--- src/rtl/core/cod_pkg.sv ---
// Shared types and constants of the R squared evaluator.
// Used by every module under rtl/core except cod_ram; depends on nothing.
package cod_pkg;

    localparam int MAX_SAMPLES = 1024;
    localparam int MAX_TERMS   = 6;

    localparam int DATA_W  = 32;                         // Q16.16 sample and coefficient
    localparam int FRAC_W  = 16;                         // fraction bits
    localparam int TERM_W  = 3;                          // term_count register
    localparam int ADDR_W  = $clog2(MAX_SAMPLES);        // sample store address
    localparam int CNT_W   = $clog2(MAX_SAMPLES + 1);    // sample count
    localparam int MUL_W   = DATA_W + 1;                 // multiplier operand
    localparam int PROD_W  = 2 * MUL_W;                  // registered product
    localparam int SCL_W   = PROD_W - FRAC_W;            // rescaled product
    localparam int ACC_W   = SCL_W;                      // model value accumulator
    localparam int YT_W    = DATA_W + CNT_W;             // running sum of y
    localparam int SUM_W   = 64;                         // sums of squares
    localparam int SQR_W   = 2 * DATA_W - FRAC_W + 1;    // one rescaled square
    localparam int QBITS   = FRAC_W + 1;                 // ratio fraction bits before rounding
    localparam int DIVN_W  = SUM_W + QBITS;              // divider dividend
    localparam int DIVD_W  = SUM_W;                      // divider divisor
    localparam int DCNT_W  = $clog2(DIVN_W + 1);         // divider step counter
    localparam int RQ_W    = DATA_W + 1;                 // rounded ratio
    localparam int R_W     = DATA_W + 2;                 // 1 - ratio before clipping
    localparam int PADDR_W = 5;                          // APB byte address

    localparam logic [DATA_W-1:0] ONE_Q16   = DATA_W'(1 << FRAC_W);
    localparam logic [SUM_W-1:0]  IP_LIMIT  = SUM_W'(32769);
    localparam logic [PROD_W-1:0] ROUND_HALF = PROD_W'(1 << (FRAC_W - 1));

    // register indexes (word address)
    localparam logic [TERM_W-1:0] REG_TERM_COUNT = 3'd0;
    localparam logic [TERM_W-1:0] REG_COEF_FIRST = 3'd1;
    localparam logic [TERM_W-1:0] REG_COEF_LAST  = 3'd6;
    localparam logic [TERM_W-1:0] TERM_RESET     = 3'd2;

    typedef logic [MAX_TERMS-1:0][DATA_W-1:0] t_coefs;

    typedef enum logic [4:0] {
        S_IDLE, S_PX, S_P, S_CP, S_ADD, S_RDIFF, S_RSQ, S_RACC,
        S_MEAN, S_MEANW, S_WRD, S_WDIFF, S_WSQ, S_WACC, S_WEND, S_RATIO, S_OUT
    } t_state;

    typedef enum logic [3:0] {
        OP_NONE, OP_LOAD, OP_MUL_PX, OP_SET_P, OP_MUL_CP, OP_ADD_TERM,
        OP_DIFF_RES, OP_SQ, OP_ADD_RES, OP_MEAN_START, OP_MEAN_SET,
        OP_DIFF_TOT, OP_ADD_TOT, OP_RATIO_START, OP_RESULT
    } t_op;

    typedef struct packed {
        t_op               op;
        logic [TERM_W-1:0] coef_sel;
        logic              rd_en;
        logic [ADDR_W-1:0] rd_addr;
    } t_cmd;

    typedef struct packed {
        logic             last;
        logic             sstot_zero;
        logic             div_done;
        logic [CNT_W-1:0] count;
    } t_status;

endpackage

--- src/rtl/core/cod_ctrl.sv ---
// Controller: sequences loading, the mean, the sum of squares walk and the ratio.
// Depends on cod_pkg.
module cod_ctrl import cod_pkg::*; (
    input  logic              i_clk,
    input  logic              i_rst_n,
    input  logic              i_in_valid,
    output logic              o_in_stall,
    output logic              o_out_valid,
    input  logic              i_out_stall,
    input  logic [TERM_W-1:0] i_term_count,
    input  t_status           i_status,
    output t_cmd              o_cmd
);

    t_state            r_state, n_state;
    logic [TERM_W-1:0] r_term, n_term;
    logic [CNT_W-1:0]  r_idx, n_idx;
    logic              r_out_valid, n_out_valid;
    logic [TERM_W-1:0] w_terms;
    logic              w_out_free;

    assign w_terms    = (i_term_count > TERM_W'(MAX_TERMS)) ? TERM_W'(MAX_TERMS) : i_term_count;
    assign w_out_free = !r_out_valid || !i_out_stall;

    // state and counters
    always_ff @(posedge i_clk) begin
        if (!i_rst_n) begin
            r_state     <= S_IDLE;
            r_term      <= '0;
            r_idx       <= '0;
            r_out_valid <= 1'b0;
        end else begin
            r_state     <= n_state;
            r_term      <= n_term;
            r_idx       <= n_idx;
            r_out_valid <= n_out_valid;
        end
    end

    // next state and commands
    always_comb begin
        n_state        = r_state;
        n_term         = r_term;
        n_idx          = r_idx;
        n_out_valid    = r_out_valid && i_out_stall;
        o_cmd.op       = OP_NONE;
        o_cmd.coef_sel = r_term;
        o_cmd.rd_en    = 1'b0;
        o_cmd.rd_addr  = r_idx[ADDR_W-1:0];
        unique case (r_state)
            S_IDLE: begin
                if (i_in_valid) begin
                    o_cmd.op = OP_LOAD;
                    n_term   = TERM_W'(1);
                    n_state  = (w_terms > TERM_W'(1)) ? S_PX : S_RDIFF;
                end
            end
            S_PX: begin
                o_cmd.op = OP_MUL_PX;
                n_state  = S_P;
            end
            S_P: begin
                o_cmd.op = OP_SET_P;
                n_state  = S_CP;
            end
            S_CP: begin
                o_cmd.op = OP_MUL_CP;
                n_state  = S_ADD;
            end
            S_ADD: begin
                o_cmd.op = OP_ADD_TERM;
                n_term   = r_term + 1'b1;
                n_state  = (r_term + 1'b1 == w_terms) ? S_RDIFF : S_PX;
            end
            S_RDIFF: begin
                o_cmd.op = OP_DIFF_RES;
                n_state  = S_RSQ;
            end
            S_RSQ: begin
                o_cmd.op = OP_SQ;
                n_state  = S_RACC;
            end
            S_RACC: begin
                o_cmd.op = OP_ADD_RES;
                n_state  = i_status.last ? S_MEAN : S_IDLE;
            end
            S_MEAN: begin
                o_cmd.op = OP_MEAN_START;
                n_state  = S_MEANW;
            end
            S_MEANW: begin
                if (i_status.div_done) begin
                    o_cmd.op = OP_MEAN_SET;
                    n_idx    = '0;
                    n_state  = S_WRD;
                end
            end
            S_WRD: begin
                o_cmd.rd_en = 1'b1;
                n_state     = S_WDIFF;
            end
            S_WDIFF: begin
                o_cmd.op = OP_DIFF_TOT;
                n_state  = S_WSQ;
            end
            S_WSQ: begin
                o_cmd.op = OP_SQ;
                n_state  = S_WACC;
            end
            S_WACC: begin
                o_cmd.op = OP_ADD_TOT;
                n_idx    = r_idx + 1'b1;
                n_state  = (r_idx + 1'b1 == i_status.count) ? S_WEND : S_WRD;
            end
            S_WEND: begin
                if (i_status.sstot_zero) begin
                    n_state = S_OUT;
                end else begin
                    o_cmd.op = OP_RATIO_START;
                    n_state  = S_RATIO;
                end
            end
            S_RATIO: begin
                if (i_status.div_done) begin
                    n_state = S_OUT;
                end
            end
            S_OUT: begin
                if (w_out_free) begin
                    o_cmd.op    = OP_RESULT;
                    n_out_valid = 1'b1;
                    n_state     = S_IDLE;
                end
            end
            default: n_state = S_IDLE;
        endcase
    end

    assign o_in_stall  = (r_state != S_IDLE);
    assign o_out_valid = r_out_valid;

    a_result_free: assert property (@(posedge i_clk) disable iff (!i_rst_n)
        (o_cmd.op == OP_RESULT) |-> !(r_out_valid && i_out_stall))
        else $error("result written over a pending item");

    a_done_wait: assert property (@(posedge i_clk) disable iff (!i_rst_n)
        i_status.div_done |-> (r_state == S_MEANW || r_state == S_RATIO))
        else $error("divider finished outside a wait state");

    a_walk_idx: assert property (@(posedge i_clk) disable iff (!i_rst_n)
        (r_state == S_WRD) |-> (r_idx < i_status.count))
        else $error("walk index past sample count");

    a_load_leaves_idle: assert property (@(posedge i_clk) disable iff (!i_rst_n)
        (r_state == S_IDLE && i_in_valid) |=> (r_state != S_IDLE))
        else $error("accepted item did not start work");

endmodule

--- config.mk ---
export PLATFORM = sky130hd
export DESIGN_NAME = cod_ctrl
export DESIGN_NICKNAME = d
export VERILOG_FILES = /design/src/rtl/core/cod_pkg.sv /design/src/rtl/core/cod_ctrl.sv
export SDC_FILE = /design/constraint.sdc
export NUM_CORES = 1
export LEC_CHECK = 0
export BUFFER_PORTS_ARGS = -buffer_cell sky130_fd_sc_hd__buf_4
export CAP_MARGIN = 20
export CORE_MARGIN = 3
export CORE_UTILIZATION = 45
export DETAILED_ROUTE_END_ITERATION = 16
export GPL_TIMING_DRIVEN = 0
export PLACE_DENSITY = 0.69
export SETUP_SLACK_MARGIN = 0.15
export SLEW_MARGIN = 25
export SYNTH_ARGS = -nofsm -noshare
export SYNTH_HDL_FRONTEND = slang
export SYNTH_SLANG_ARGS = --single-unit
--- constraint.sdc ---
create_clock -name i_clk -period 4.45 [get_ports i_clk]
set_clock_uncertainty 0.2 [all_clocks]
set_input_delay 0.6675 -clock i_clk [delete_from_list [all_inputs] [get_ports i_clk]]
set_output_delay 0.6675 -clock i_clk [all_outputs]
set_load 0.005 [all_outputs]
Yosys cells after proc, flatten, opt, wreduce, memory -nomap -nowiden:

Cells that the tools add are included.

* $add $sub $neg: 2
* muxes and demuxes: 23
* reduce and logical (&&, ||, !) cells: 12
* equality and inequality tests: 22
* $lt $le $gt $ge: 2

Operators with widths (count)
* 5-bit one-hot mux with 17 select lines: 1
* 4-bit one-hot mux with 14 select lines: 1
* 5-bit by 4-bit == test with 1-bit output (second input constant): 8
* 5-bit 2-to-1 mux: 5
* 11-bit one-hot mux with 2 select lines: 1
* 5-bit by 3-bit == test with 1-bit output (second input constant): 4
* 4-bit 2-to-1 mux: 4
* 3-bit 2-to-1 mux: 5
* 11-bit by 1-bit adder with 11-bit output (second input constant): 1
* 11-bit == test: 1
* 11-bit 2-to-1 mux: 1
* 5-bit by 2-bit == test with 1-bit output (second input constant): 2
* 2-bit inequality test (second input constant): 4
* 3-bit one-hot mux with 2 select lines: 1
* 5-bit by 1-bit == test with 1-bit output (second input constant): 1
* 5-bit == test (second input constant): 1
* 5-bit logical NOT: 1
* 5-bit nonzero test: 1
* 1-bit 2-to-1 mux: 4
* 2-bit AND reduction: 2
* 4-bit AND reduction: 1
* 2-bit nonzero test: 2
* 3-bit by 1-bit adder with 3-bit output (second input constant): 1
* 3-bit == test: 1
* other kinds (6): 7

* word-level logic and storage cells: 65
* flip-flop bits (word level): 20
* input port bits: 21
* output and inout port bits: 20

Longest topological paths before layout:

* depth in word-level cells: 6
* gate-level depth with buffers: 8
* depth with buffers taken out: 7

Worst setup path after synthesis:

No wires, ideal clock.

* path type: reg2out
* from: register r_state[1]
* to: output o_cmd[14] in the netlist's numbering
* stages on the path, launching flop included: 5
* arrival time: 1.341 ns
* slack: 2.242 ns
* data required time: 3.582 ns
* path through: dfxtp_1 > buf_1 > nor4b_1 > a21oi_1 > o21ai_0

RTL lines
* start, declared: RTL line cod_ctrl.sv:15 `t_state r_state, n_state;`
* start signal, assigned: RTL line cod_ctrl.sv:33 `r_state <= n_state;`
* end, declared: RTL line cod_ctrl.sv:12 `output t_cmd o_cmd`

==> results.sh <==
export IMPL_status="complete, no violations"
export IMPL_rows=21
export IMPL_power_switching_uw=129
export IMPL_power_total_uw=436
export IMPL_cts_max_path_buffers=2
export IMPL_antennaDiodeCount=0
export IMPL_swShare_pct=29.6
export IMPL_setup_worst_path_start="r_state[1]"
export IMPL_dpl_cell_count=324
export IMPL_core_area_um2=3490
export IMPL_design_area_um2=2120
export IMPL_clock_fmax_mhz=347
export IMPL_worst_setup_path_end_kind="primary output"
export IMPL_yosys_area_share_simple_pct=29.6
export IMPL_post_route_period_util_pct=64.7
export IMPL_avgRoutedWirePerCell_um=13.4
export IMPL_grt_ovfl_total=0
export IMPL_syn_num_nets=261
export IMPL_drive_gt1_share_pct=23.5
export IMPL_syn_inst=238
export IMPL_synth_area_top_cells="dfxtp_1 23%, a21oi_1 6.1%, nor2_1 5.3%, xnor2_1 5.1%, o21ai_0 4.7%"
export IMPL_yosysSeqAreaShare_pct=23.4
export IMPL_slowest_stage="buf_1"
export IMPL_p_leak_uw=0.000841
export IMPL_stdcell_count=327
export IMPL_antenna_found_initial=0
export IMPL_comb_power_share_pct=30.1
export IMPL_hold_buffers=0
export IMPL_fin_crit_ns=2.88
export IMPL_synth_compound_area_share_pct=25.2
export IMPL_crit_top_cell="o21ai_0"
export IMPL_max_stage_delay_ns=0.39
export IMPL_tightestPinTransition_ns=0.688
export IMPL_fin_tns_setup_ns=0
export IMPL_synth_most_common_cell="nor2_1"
export IMPL_viasPerCell=5.62
export IMPL_synth_area_um2=1710
export IMPL_hold_depth=2
export IMPL_postCtsSetupBuffers=0
export IMPL_synth_edf_count=0
export IMPL_ir_worst_vdd_mv=0.167
export IMPL_synth_cell_types=56
export IMPL_first_pass_iters=5
export IMPL_io_pins=41
export IMPL_cts_tree="yes"
export IMPL_die_w_um=67.7
export IMPL_multi_input_area_um2=1140
export IMPL_startpoint_type="flop"
export IMPL_fillers=353
export IMPL_gp_congestion=0.854
export IMPL_drtIter0Drc=168
export IMPL_drv_slew=0
export IMPL_setup_viol=0
export IMPL_p_int_uw=307
export IMPL_clock_sinks=20
export IMPL_ff2ff_setup_slack_ns=2.04
export IMPL_arrival_ns=2.01
export IMPL_clk_latency_ns=0.25
export IMPL_root_buffer="clkbuf_8"
export IMPL_yosysTopAreaCell="dfxtp_1"
export IMPL_ys_ff_latch=20
export IMPL_report_final_hold_viol_count=0
export IMPL_synth_common_cells="24 x nor2_1, 21 x a21oi_1, 20 x dfxtp_1, 18 x nand2_1, 16 x o21ai_0"
export IMPL_worstSetupPathType="flop to primary output"
export IMPL_holdCritPathClass="flop to flop"
export IMPL_crit_chain="buf_1 -> clkbuf_1 -> o21ai_0 -> a32oi_1 -> o21ai_0 -> buf_4"
export IMPL_postSynthAreaPerCell_um2=7.19
export IMPL_nets=306
export IMPL_pwr_share_seq_pct=43.0
export IMPL_ys_flop_type="dfxtp_1"
export IMPL_die_area_um2=4580
export IMPL_synth_top_area_share_pct=23.4
export IMPL_htreeDepth=1
export IMPL_clk_pin_slew_ns=0.07
export IMPL_syn_to_final_growth_pct=23.7
export IMPL_hpwl_um=3280
export IMPL_wl_um=4370
export IMPL_cts_resized=0
export IMPL_min_from="r_idx[10]"
export IMPL_postRouteAntennaNets=0
export IMPL_fp_dieH_um=67.7
export IMPL_rsz0062_at_grt="false"
export IMPL_min_to="r_idx[10]"
export IMPL_synth_top_family_by_area="simple AND/OR/NAND/NOR gates"
export IMPL_reg2reg_to="r_state[2]"
export IMPL_synthMuxAreaShare_pct=2.49
export IMPL_cp_max_fo=10
export IMPL_synth_xor_area_share_pct=7.68
export IMPL_start_util_pct=48.9
export IMPL_grt_pass1_wl_um=6930
export IMPL_cp_required_ns=3.58
export IMPL_grtUsageTotal_pct=19.1
export IMPL_r2r_start="r_idx[0]"
export IMPL_via_count=1839
export IMPL_seq_area_um2=400
export IMPL_synth_fa_ha_area_share_pct=1.46
export IMPL_p_per_area_nw_per_um2=206
export IMPL_relSlewSlack_pct=53.8
export IMPL_grt_pass1_vias=1484
export IMPL_power_share_clock_pct=27.0
export IMPL_async_flop_share_pct=0
export IMPL_yosysWarnings=0
export IMPL_max_cap_viol_count=0
export IMPL_drc_errors=0
export IMPL_grt_max_degree=11
export IMPL_portBuffers=40
export IMPL_r2r_cells=8
export IMPL_cts_buffers=3
export IMPL_placed_area_um2=2070
## layout by cell type (no fill, tap or decap), types with 4 or more instances in the layout
cell / count
a22oi_1: 4
nor2_1: 24
dfxtp_1: 20
clkbuf_1: 10
o21ai_0: 16
inv_1: 4
nor3_1: 12
nand2_1: 18
nor2b_1: 4
xnor2_1: 10
a21oi_1: 21
nand3_1: 9
and3_1: 7
xor2_1: 5
buf_4: 50
## state kept, by name, summed over array words and instances (netlist names)
| signal | flops |
|---|---|
| o_out_valid | 1 |
| r_idx | 11 |
| r_state | 5 |
| r_term | 3 |
## logic make-up (layout without fill, tap and decap cells)
kind of cell / count (synthesis) / in the layout
flip-flops: 20 / 20
AND/OR/NAND/NOR: 96 / 96
adder cells (fa/ha/maj): 2 / 2
AO/OA/AOI/OAI: 68 / 68
multiplexers: 4 / 4
buffers and inverters: 33 / 76
XOR/XNOR: 15 / 15
## cell type report
class,count,area share [%]
Multi-Input combinational cell,185,54.0
Sequential cell,20,18.9
Timing Repair Buffer,40,14.2
Buffer,26,6.98
Tap cell,46,2.72
Clock buffer,3,1.95
Inverter,7,1.24
## metal layers
metal / track usage [%] / vias up / part of all wire [%]
li1: - / 947 / -
met1: 29.1 / 845 / 50
met2: 29.0 / 45 / 45
met3: 2.00 / 2 / 4.9
met4: 3.04 / 0 / 0.43
met5: 0 / - / 0
## metrics by stage
step | utilization [%] | hold slack (ns) | setup WS, ns
global placement | 59.2 | 0.288 | 1.71
floorplan | - | 0.270 | 2.24
CTS | 60.4 | 0.304 | 1.38
global route | 60.5 | 0.324 | 1.38
finish | 60.5 | 0.304 | 1.57
detailed placement | 59.2 | 0.294 | 1.66
## how the worst max path moves through the flow
stage	cells after the start	slack, ns	endpoint
after floorplan	4	2.24	o_cmd[14]
after global routing	7	1.38	o_cmd[17]
after detailed placement	5	1.66	o_cmd[14]
after CTS	5	1.38	o_cmd[14]
after global placement	5	1.71	o_cmd[14]
final	6	1.57	o_cmd[14]
## worst max-delay path: cells and delay by family (launching register included)
family          cells  cell delay (ns)
compound gates      3             0.46
buf+inv             3             0.93
flops               1             0.38
## power groups by stage
stage | sequential (uW) | clock [uW] | combinational (uW)
global route | 188 | 127 | 144
floorplan | 191 | 0 | 81.2
detailed placement | 191 | 0 | 129
finish | 187 | 118 | 131
CTS | 187 | 122 | 130
global placement | 191 | 0 | 130
Note: power is estimated with default switching activity, not from simulation.
